File: config.mk
export PLATFORM = sky130hd
export DESIGN_NAME = generational_handle_slot_pool
export DESIGN_NICKNAME = d
export VERILOG_FILES = /design/src/rtl/ghsp_pkg.sv /design/src/rtl/ghsp_gen_unit.sv /design/src/rtl/generational_handle_slot_pool.sv
export SDC_FILE = /design/constraint.sdc
export NUM_CORES = 2
export LEC_CHECK = 0
export ABC_AREA = 1
export BUFFER_PORTS_ARGS = -buffer_cell sky130_fd_sc_hd__buf_2
export CAP_MARGIN = 10
export CORE_MARGIN = 3
export CORE_UTILIZATION = 45
export CTS_CLUSTER_SIZE = 24
export DETAILED_ROUTE_END_ITERATION = 8
export SYNTH_ARGS = -nofsm -noshare
export SYNTH_HDL_FRONTEND = slang
export SYNTH_SLANG_ARGS = --single-unit
File: constraint.sdc
create_clock -name clk -period 20.8 [get_ports clk]
set_input_delay 2.08 -clock clk [delete_from_list [all_inputs] [get_ports clk]]
set_output_delay 2.08 -clock clk [all_outputs]
set_load 0.01 [all_outputs]
File: src/rtl/ghsp_pkg.sv
// Shared types and constants for the generational handle slot pool.
// No dependencies; used by ghsp_gen_unit and generational_handle_slot_pool.
package ghsp_pkg;

  localparam int SLOTS = 64;
  localparam int IDX_W = $clog2(SLOTS);
  localparam int CNT_W = $clog2(SLOTS + 1);
  localparam int GEN_W = 16;

  // Generations cycle through 1..GEN_MAX; zero is only the value before the first bump.
  localparam logic [GEN_W-1:0] GEN_MAX = '1;

  typedef enum logic [1:0] {
    OP_ALLOC  = 2'd0,
    OP_FREE   = 2'd1,
    OP_LOOKUP = 2'd2,
    OP_CLEAR  = 2'd3
  } op_t;

  typedef struct packed {
    logic             touched;
    logic             ever_cleared;
    logic [GEN_W-1:0] mem_ofs;
    logic [GEN_W-1:0] epoch;
  } gen_req_t;

  typedef struct packed {
    logic [GEN_W-1:0] cur_gen;
    logic [GEN_W-1:0] next_gen;
    logic [GEN_W-1:0] next_ofs;
  } gen_res_t;

endpackage

File: src/rtl/ghsp_gen_unit.sv
// Generation arithmetic: a slot stores an offset against the clear epoch.
// Depends on ghsp_pkg.
module ghsp_gen_unit (
  input  ghsp_pkg::gen_req_t req,
  output ghsp_pkg::gen_res_t res
);

  localparam logic [ghsp_pkg::GEN_W:0]   GEN_MOD     = {1'b0, ghsp_pkg::GEN_MAX};
  localparam logic [ghsp_pkg::GEN_W-1:0] OFS_FRESH   = ghsp_pkg::GEN_MAX - 16'd1;
  localparam logic [ghsp_pkg::GEN_W-1:0] ONE         = 16'd1;

  function automatic logic [ghsp_pkg::GEN_W-1:0] mod_add(
    input logic [ghsp_pkg::GEN_W-1:0] a,
    input logic [ghsp_pkg::GEN_W-1:0] b
  );
    logic [ghsp_pkg::GEN_W:0] s;
    s = {1'b0, a} + {1'b0, b};
    if (s >= GEN_MOD) begin
      s = s - GEN_MOD;
    end
    return s[ghsp_pkg::GEN_W-1:0];
  endfunction

  logic                       gen_nz;
  logic [ghsp_pkg::GEN_W-1:0] ofs_eff;
  logic [ghsp_pkg::GEN_W-1:0] ofs_new;

  always_comb begin
    gen_nz  = req.touched | req.ever_cleared;
    ofs_eff = req.touched ? req.mem_ofs : OFS_FRESH;
    if (!gen_nz) begin
      ofs_new = '0;
    end else if (ofs_eff == OFS_FRESH) begin
      ofs_new = '0;
    end else begin
      ofs_new = ofs_eff + ONE;
    end
    res.cur_gen  = gen_nz ? (mod_add(ofs_eff, req.epoch) + ONE) : '0;
    res.next_gen = mod_add(ofs_new, req.epoch) + ONE;
    res.next_ofs = ofs_new;
  end

endmodule

File: src/rtl/generational_handle_slot_pool.sv
// Top level of the generational handle slot pool: request pipeline, slot state, offset memory.
// Depends on ghsp_pkg and ghsp_gen_unit.
//
//   channel | dir | handshake              | payload
//   in_     | in  | in_tvalid / in_tready  | in_tdata: opcode, handle and owner fields
//   out_    | out | out_tvalid / out_tready| out_tdata: ok, slot_index, generation, count
//   cfg_    | in  | cfg_valid / cfg_ready  | cfg_data: owner_index_limit
//
// One request per cycle while in_tready is high; a taken request passes through the request
// register, the offset memory read and the result register before its result leaves.
// Reset (rst_n low, synchronous) empties the pool, zeroes every generation at once
// and sets owner_index_limit to 64; no sweep follows.
// A stall on out_tready holds the result register; the two stages behind it keep
// filling, so in_tready falls only once all three hold requests.
module generational_handle_slot_pool (
  input  logic        clk,
  input  logic        rst_n,
  input  logic        in_tvalid,
  output logic        in_tready,
  // [1:0] opcode, [17:2] handle_index, [33:18] handle_generation,
  // [49:34] owner_index, [65:50] owner_generation, [71:66] zero
  input  logic [71:0] in_tdata,
  output logic        out_tvalid,
  input  logic        out_tready,
  // [0] ok, [6:1] slot_index, [22:7] slot_generation, [29:23] active_slots, [31:30] zero
  output logic [31:0] out_tdata,
  input  logic        cfg_valid,
  output logic        cfg_ready,
  input  logic [15:0] cfg_data
);

  localparam int IW = ghsp_pkg::IDX_W;
  localparam int CW = ghsp_pkg::CNT_W;
  localparam int GW = ghsp_pkg::GEN_W;
  localparam logic [GW-1:0] LIMIT_RST = 16'd64;
  localparam logic [GW-1:0] SLOTS_W   = GW'(ghsp_pkg::SLOTS);
  localparam logic [GW-1:0] EPOCH_TOP = ghsp_pkg::GEN_MAX - 16'd1;
  localparam logic [CW-1:0] CNT_ONE   = CW'(1);

  // slot state
  logic [ghsp_pkg::SLOTS-1:0] active_r, active_nxt;
  logic [ghsp_pkg::SLOTS-1:0] touched_r;
  logic [CW-1:0]              cnt_r, cnt_nxt;
  logic [GW-1:0]              epoch_r, epoch_nxt;
  logic                       ever_cleared_r;
  logic [GW-1:0]              limit_r;
  logic [GW-1:0]              ofs_mem [ghsp_pkg::SLOTS];

  // request stage
  logic          s1_v_r;
  ghsp_pkg::op_t s1_op_r;
  logic [GW-1:0] s1_hidx_r, s1_hgen_r, s1_oidx_r, s1_ogen_r;

  // memory read stage
  logic          s2_v_r;
  ghsp_pkg::op_t s2_op_r;
  logic [GW-1:0] s2_hidx_r, s2_hgen_r, s2_oidx_r, s2_ogen_r;
  logic [IW-1:0] s2_addr_r;
  logic          s2_anyfree_r;
  logic [GW-1:0] rd_data_r;
  logic          byp_r;
  logic [GW-1:0] byp_data_r;

  // result register
  logic          out_v_r;
  logic          out_ok_r;
  logic [IW-1:0] out_idx_r;
  logic [GW-1:0] out_gen_r;
  logic [CW-1:0] out_cnt_r;

  logic out_en, s2_en, s1_en, fire;
  logic [IW-1:0] free_idx, rd_addr;
  logic          any_free;
  logic          owner_ok, in_range, handle_ok, alloc_ok, free_ok, lookup_ok, mem_we;
  logic          res_ok;
  logic [IW-1:0] res_idx;
  logic [GW-1:0] res_gen;
  ghsp_pkg::gen_req_t gen_req;
  ghsp_pkg::gen_res_t gen_res;

  assign out_en    = !out_v_r || out_tready;
  assign s2_en     = !s2_v_r || out_en;
  assign s1_en     = !s1_v_r || s2_en;
  assign fire      = s2_v_r && out_en;
  assign in_tready = s1_en;
  assign cfg_ready = 1'b1;

  // generation of the slot in the read stage
  always_comb begin
    gen_req.touched      = touched_r[s2_addr_r];
    gen_req.ever_cleared = ever_cleared_r;
    gen_req.mem_ofs      = byp_r ? byp_data_r : rd_data_r;
    gen_req.epoch        = epoch_r;
  end

  ghsp_gen_unit u_gen (
    .req (gen_req),
    .res (gen_res)
  );

  always_comb begin
    owner_ok  = (s2_oidx_r < limit_r) && (s2_ogen_r != '0);
    in_range  = s2_hidx_r < SLOTS_W;
    handle_ok = in_range && active_r[s2_addr_r] && (gen_res.cur_gen == s2_hgen_r);
    alloc_ok  = (s2_op_r == ghsp_pkg::OP_ALLOC) && owner_ok && s2_anyfree_r;
    free_ok   = (s2_op_r == ghsp_pkg::OP_FREE) && handle_ok;
    lookup_ok = (s2_op_r == ghsp_pkg::OP_LOOKUP) && handle_ok;
    mem_we    = fire && (alloc_ok || free_ok);
  end

  // state after the read-stage request commits
  always_comb begin
    active_nxt = active_r;
    cnt_nxt    = cnt_r;
    epoch_nxt  = epoch_r;
    res_ok     = 1'b0;
    res_idx    = '0;
    res_gen    = '0;
    case (s2_op_r)
      ghsp_pkg::OP_ALLOC: begin
        if (alloc_ok) begin
          active_nxt[s2_addr_r] = 1'b1;
          cnt_nxt = cnt_r + CNT_ONE;
          res_ok  = 1'b1;
          res_idx = s2_addr_r;
          res_gen = gen_res.next_gen;
        end
      end
      ghsp_pkg::OP_FREE: begin
        if (free_ok) begin
          active_nxt[s2_addr_r] = 1'b0;
          if (cnt_r != '0) begin
            cnt_nxt = cnt_r - CNT_ONE;
          end
          res_ok  = 1'b1;
          res_idx = s2_addr_r;
        end
      end
      ghsp_pkg::OP_LOOKUP: begin
        if (lookup_ok) begin
          res_ok  = 1'b1;
          res_idx = s2_addr_r;
        end
      end
      ghsp_pkg::OP_CLEAR: begin
        active_nxt = '0;
        cnt_nxt    = '0;
        epoch_nxt  = (epoch_r == EPOCH_TOP) ? '0 : epoch_r + 16'd1;
        res_ok     = 1'b1;
      end
      default: begin
        res_ok = 1'b0;
      end
    endcase
    if (!fire) begin
      active_nxt = active_r;
      cnt_nxt    = cnt_r;
      epoch_nxt  = epoch_r;
    end
  end

  // lowest free slot, seen after the request ahead commits
  always_comb begin
    free_idx = '0;
    any_free = ~&active_nxt;
    for (int i = ghsp_pkg::SLOTS - 1; i >= 0; i--) begin
      if (!active_nxt[i]) begin
        free_idx = IW'(i);
      end
    end
    rd_addr = (s1_op_r == ghsp_pkg::OP_ALLOC) ? free_idx : s1_hidx_r[IW-1:0];
  end

  always_ff @(posedge clk) begin
    if (!rst_n) begin
      active_r       <= '0;
      touched_r      <= '0;
      cnt_r          <= '0;
      epoch_r        <= '0;
      ever_cleared_r <= 1'b0;
      limit_r        <= LIMIT_RST;
      s1_v_r         <= 1'b0;
      s2_v_r         <= 1'b0;
      out_v_r        <= 1'b0;
    end else begin
      active_r <= active_nxt;
      cnt_r    <= cnt_nxt;
      epoch_r  <= epoch_nxt;
      if (mem_we) begin
        touched_r[s2_addr_r] <= 1'b1;
      end
      if (fire && (s2_op_r == ghsp_pkg::OP_CLEAR)) begin
        ever_cleared_r <= 1'b1;
      end
      if (cfg_valid && cfg_ready) begin
        limit_r <= cfg_data;
      end
      if (s1_en) begin
        s1_v_r <= in_tvalid;
      end
      if (s2_en) begin
        s2_v_r <= s1_v_r;
      end
      if (out_en) begin
        out_v_r <= s2_v_r;
      end
    end
  end

  // payload registers
  always_ff @(posedge clk) begin
    if (s1_en) begin
      s1_op_r   <= ghsp_pkg::op_t'(in_tdata[1:0]);
      s1_hidx_r <= in_tdata[17:2];
      s1_hgen_r <= in_tdata[33:18];
      s1_oidx_r <= in_tdata[49:34];
      s1_ogen_r <= in_tdata[65:50];
    end
    if (s2_en) begin
      s2_op_r      <= s1_op_r;
      s2_hidx_r    <= s1_hidx_r;
      s2_hgen_r    <= s1_hgen_r;
      s2_oidx_r    <= s1_oidx_r;
      s2_ogen_r    <= s1_ogen_r;
      s2_addr_r    <= rd_addr;
      s2_anyfree_r <= any_free;
      byp_r        <= mem_we && (rd_addr == s2_addr_r);
      byp_data_r   <= gen_res.next_ofs;
    end
    if (out_en) begin
      out_ok_r  <= res_ok;
      out_idx_r <= res_idx;
      out_gen_r <= res_gen;
      out_cnt_r <= cnt_nxt;
    end
  end

  // offset memory
  always_ff @(posedge clk) begin
    if (mem_we) begin
      ofs_mem[s2_addr_r] <= gen_res.next_ofs;
    end
  end

  always_ff @(posedge clk) begin
    if (s2_en) begin
      rd_data_r <= ofs_mem[rd_addr];
    end
  end

  assign out_tvalid = out_v_r;
  assign out_tdata  = {2'b00, out_cnt_r, out_gen_r, out_idx_r, out_ok_r};

  a_count_matches: assert property (@(posedge clk) disable iff (!rst_n)
    32'($countones(active_r)) == 32'(cnt_r))
    else $error("occupancy count differs from active slots");

  a_epoch_range: assert property (@(posedge clk) disable iff (!rst_n)
    epoch_r != ghsp_pkg::GEN_MAX)
    else $error("clear epoch out of range");

  a_refused_zero: assert property (@(posedge clk) disable iff (!rst_n)
    (out_v_r && !out_ok_r) |-> (out_idx_r == '0 && out_gen_r == '0))
    else $error("refused request carries slot fields");

  a_alloc_sets: assert property (@(posedge clk) disable iff (!rst_n)
    (fire && alloc_ok) |=> active_r[$past(s2_addr_r)])
    else $error("allocated slot not active");

endmodule

==> summary.md <==
| Metric | Value |
|---|---|
| Nets | 6906 |
| Area share of the largest cell type after synthesis | 55.4% |
| Post-place setup slack | 4.52 ns |
| Pin count of the biggest net entering global routing | 167 |
| Global-route wire length before repair | approximately 280000 um |
| Pleak | 29.7 nW |
| Vias in the first global route | 45700 |
| WL/cell | 21.3 um |
| Sequential Area | approximately 40000 sq um |
| Worst-margin pin slew | approximately 1.2 ns |
| Detailed-route via count | 47800 |
| Pwr per Cell Area | 82.2 nW/um^2 |
| CTS resizes | 0 |
| Core Footprint | 146000 sq um |
| Largest cells by area after synthesis | edfxtp_1 (55%), nand3_1 (8.8%), nand2_1 (7.0%) |
| Switching share of power | 23.1% |
| Hold Violations, Final | 0 |
| Setup bufs post-CTS | 0 |
| Finished layout cell area | 72900 sq um |
| Setup crit end kind | flop |
| Sequential cell area fraction in the yosys report | 60.5% |
| Gpl congestion | 0.943 |
| Crit share post-route | 79.1% |
| Int Power | 4.61 mW |
| Switching Power | 1.38 mW |
| Hold crit path type | reg2reg |
| Adder-cell share of the synthesized area | 1.18% |
| Clock power share | a little over two fifths |
| RSZ-0062 raised after global routing | no |
| Via density | 5.45 |
| CP max stage cell | buf_4 |
| DP Area | 68300 sq um |
| #FFs+latches synth | 1391 |
| Outcome | finished, final reports clean |
| Sequential Power Share | between 50% and 60% |
| H-tree depth | 4 |
| Critical path peak fanout | 117 |
| Port bufs | 118 |
| Post-synthesis cell type count | 69 |
| Initial DRC Count | 4818 |
| Crit path arrival time | 16.94 ns |
| I/O pin total | roughly 130 |
| Source of the worst hold timing path | s1_oidx_r[12]$_DFFE_PP_ |
| Setup violations, final | 0 |
| Hold endpoint | s2_oidx_r[12]$_DFFE_PP_ |
| Critical path launch point type | flop |
| Mapped Avg Cell Area | 9.85 sq um |
| Combinational share of power | under 10% |
| Most common cell in the netlist | nand2_1 |
| Area delta synth->final | 10.1% |
| Final Util | 50.0% |
| Worst-path clk slew | 0.06 ns |
| Initial antenna violation count | 8 |
| Worst Skew | 0.0307 ns |
| Max-cap viol count | 0 |
| Xor-xnor portion of the synthesized cell area | 0.726% |
| CTS tree | yes |
| Crit path top cell by count | nand2_1 |
| Compound-Gate Fraction of Synth Area | under 10% |
| Rel. slew slack | between 20% and 30% |
| Pre-antenna DRT Iters | 7 |
| Predominant post-synthesis flop cell | edfxtp_1 |
| Antenna-violating nets left | 0 |
| R2r startpoint | s2_addr_r[2]$_DFFE_PP_ |
| Die Footprint | 152000 sq um |
| Clock buffer depth | 3 |
| Hold Crit Depth | 0 |
| Main combinational cell family by area after synthesis | simple AND/OR/NAND/NOR gates |
| Clock sinks | between 1000 and 1500 |
| Worst R2R End | rd_data_r[13]$_DFFE_PP_ |
| Hpwl dp | 105000 um |
| Die span in x | roughly 400 um |
| YS warnings | 0 |
| Final worst slack | 4.36 ns |
| Clk_lat worst skew | ~0.8 ns |
| DRC viols | 0 |
| Slew Limit Fails | 0 |
| Worst R2R Path Depth | 103 |
| Hold buffers post-CTS | 0 |
| Root buf cell | clkbuf_16 |
| CTS Buf Count | 148 |
| Fill count | 13100 |
| Area of the multi-input gates | 20200 sq um |
| Simple-Gate Fraction of Synth Area | 23.4% |
| Worst reg-to-reg setup slack | 4.36 ns |
| Die span in y | approximately 400 um |
| Max Freq | 60.8 MHz |
| Required @ worst endpoint | between 20 and 25 ns |
| Fraction of registers with async set or reset after synthesis | 0% |
| Period minus WS final | ~16 ns |
| Post-synthesis mux area share | 0.138% |
| Kind of critical path | reg2reg |
| Crit path largest cell delay | 0.82 ns |
| Post-synth EDFFs | between 1000 and 1500 |
| Routed WL | roughly 190000 um |
| Peak VDD IR | 0.0670 mV |
| Post-synth top cells | nand2_1 (1241), edfxtp_1 (1220), nand3_1 (1160) |
| Grt ovf | 0 |
| Layout cells sized above 1 | 8.94% |
| Setup TNS | 0 ns |
| Cells after Synth | 6719 |
| Synth area leader | edfxtp_1 |
| Initial Utilization | 45.4% |
| Synthesized cell area | 66200 sq um |
| FP Rows | 140 |
| GRT Overall Usage | between 20% and 30% |
## worst max path at each step
stage | startpoint | endpoint | slack (ns) | depth (start not counted)
final | s2_addr_r[2]$_DFFE_PP_ | rd_data_r[13]$_DFFE_PP_ | 4.36 | 103
after global routing | s2_addr_r[2]$_DFFE_PP_ | rd_data_r[13]$_DFFE_PP_ | 2.95 | 105
after detailed placement | s2_addr_r[2]$_DFFE_PP_ | rd_data_r[13]$_DFFE_PP_ | 4.52 | 105
after global placement | s2_addr_r[2]$_DFFE_PP_ | rd_data_r[13]$_DFFE_PP_ | 4.47 | 105
after floorplan | s2_addr_r[2]$_DFFE_PP_ | out_gen_r[14]$_SDFFCE_PN0N_ | 10.98 | 45
after CTS | s2_addr_r[2]$_DFFE_PP_ | rd_data_r[13]$_DFFE_PP_ | 4.49 | 105
## critical path, delay by kind of cell (launching register included)
kind	cells	cell delay, ns
compound gates	4	1.28
xor+xnor	1	0.26
fa+ha+maj	3	1.02
buf+inv	7	3.32
flops	1	0.44
simple gates	88	9.61
## per-layer routing
| metal | up-vias | global-route usage, % | wire length [um] |
|---|---|---|---|
| li1 | 22600 | - | - |
| met1 | 23100 | 32.8 | 79600 |
| met2 | 1772 | 39.0 | 86300 |
| met3 | 389 | 3.51 | 13000 |
| met4 | 2 | 10.2 | 7800 |
| met5 | - | 0 | 13 |
## cell usage in the layout, fill, tap and decap left out, types with 15 or more instances in the layout
cell | synthesis | final
nand3_1 | 1160 | 1160
inv_2 | 17 | 17
o22ai_1 | 15 | 15
o21a_1 | 69 | 68
xor2_1 | 44 | 44
o31ai_1 | 40 | 40
ha_1 | 59 | 59
nor2_1 | 389 | 328
inv_1 | 1072 | 1068
buf_2 | 73 | 117
dfxtp_1 | 171 | 171
o21ai_0 | 132 | 131
nand2_1 | 1241 | 1237
buf_4 | 27 | 108
nand2_2 | 25 | 26
nand3b_1 | 325 | 325
clkinv_1 | 9 | 36
a21oi_1 | 103 | 102
clkinv_2 | 0 | 20
a31o_2 | 25 | 25
clkbuf_16 | 0 | 151
nand4_1 | 49 | 49
clkbuf_1 | 136 | 42
edfxtp_1 | 1220 | 1220
nor2_2 | 7 | 58
nor3_1 | 42 | 37
## area by class of cell
class                      instances  area share [%]
antenna                            1         0.00343
clock buffer                     195            5.44
clock inverter                    70           0.911
inverter                        1098            5.67
multi-input combinational       3882            27.6
sequential                      1391            55.0
tap                             1917            3.29
timing repair buffer             231            2.08
## flip-flops by register name, summed over array words and instances, names as in the netlist, 6 cells and up
| name | flops |
|---|---|
| active_r | 64 |
| byp_data_r | 16 |
| cnt_r | 7 |
| epoch_r | 16 |
| limit_r | 16 |
| ofs_mem | 1024 |
| out_cnt_r | 7 |
| out_gen_r | 16 |
| out_idx_r | 6 |
| rd_data_r | 16 |
| s1_hgen_r | 16 |
| s1_hidx_r | 16 |
| s1_ogen_r | 16 |
| s1_oidx_r | 16 |
| s2_addr_r | 6 |
| s2_hgen_r | 16 |
| s2_hidx_r | 10 |
| s2_ogen_r | 16 |
| s2_oidx_r | 16 |
| touched_r | 64 |
## power groups by stage
stage / combinational [mW] / sequential (mW) / clock, mW
2_1_floorplan: 0.275 / 3.09 / 0
3_3_place_gp: 0.385 / 3.10 / 0
3_5_place_dp: 0.391 / 3.10 / 0
4_1_cts: 0.392 / 3.04 / 2.60
5_1_grt: 0.431 / 3.04 / 2.71
6_report: 0.396 / 3.04 / 2.56
## per-stage QoR
step | hold slack (ns) | total power [mW] | cells
floorplan | 0.400 | 3.37 | 6720
global placement | 0.401 | 3.48 | 8519
detailed placement | 0.405 | 3.49 | 8519
CTS | 0.408 | 6.03 | 8784
global route | 0.415 | 6.18 | 8784
finish | 0.400 | 5.99 | 8785
## cells by family after synthesis
| logic type | after synthesis |
|---|---|
| multiplexers | 9 |
| other | 2 |
| flip-flops | 1391 |
| adder cells (fa/ha/maj) | 61 |
| AND/OR/NAND/NOR | 3292 |
| buffers and inverters | 1447 |
| XOR/XNOR | 54 |
| AO/OA/AOI/OAI | 463 |
(Power assumes the default switching activity.)
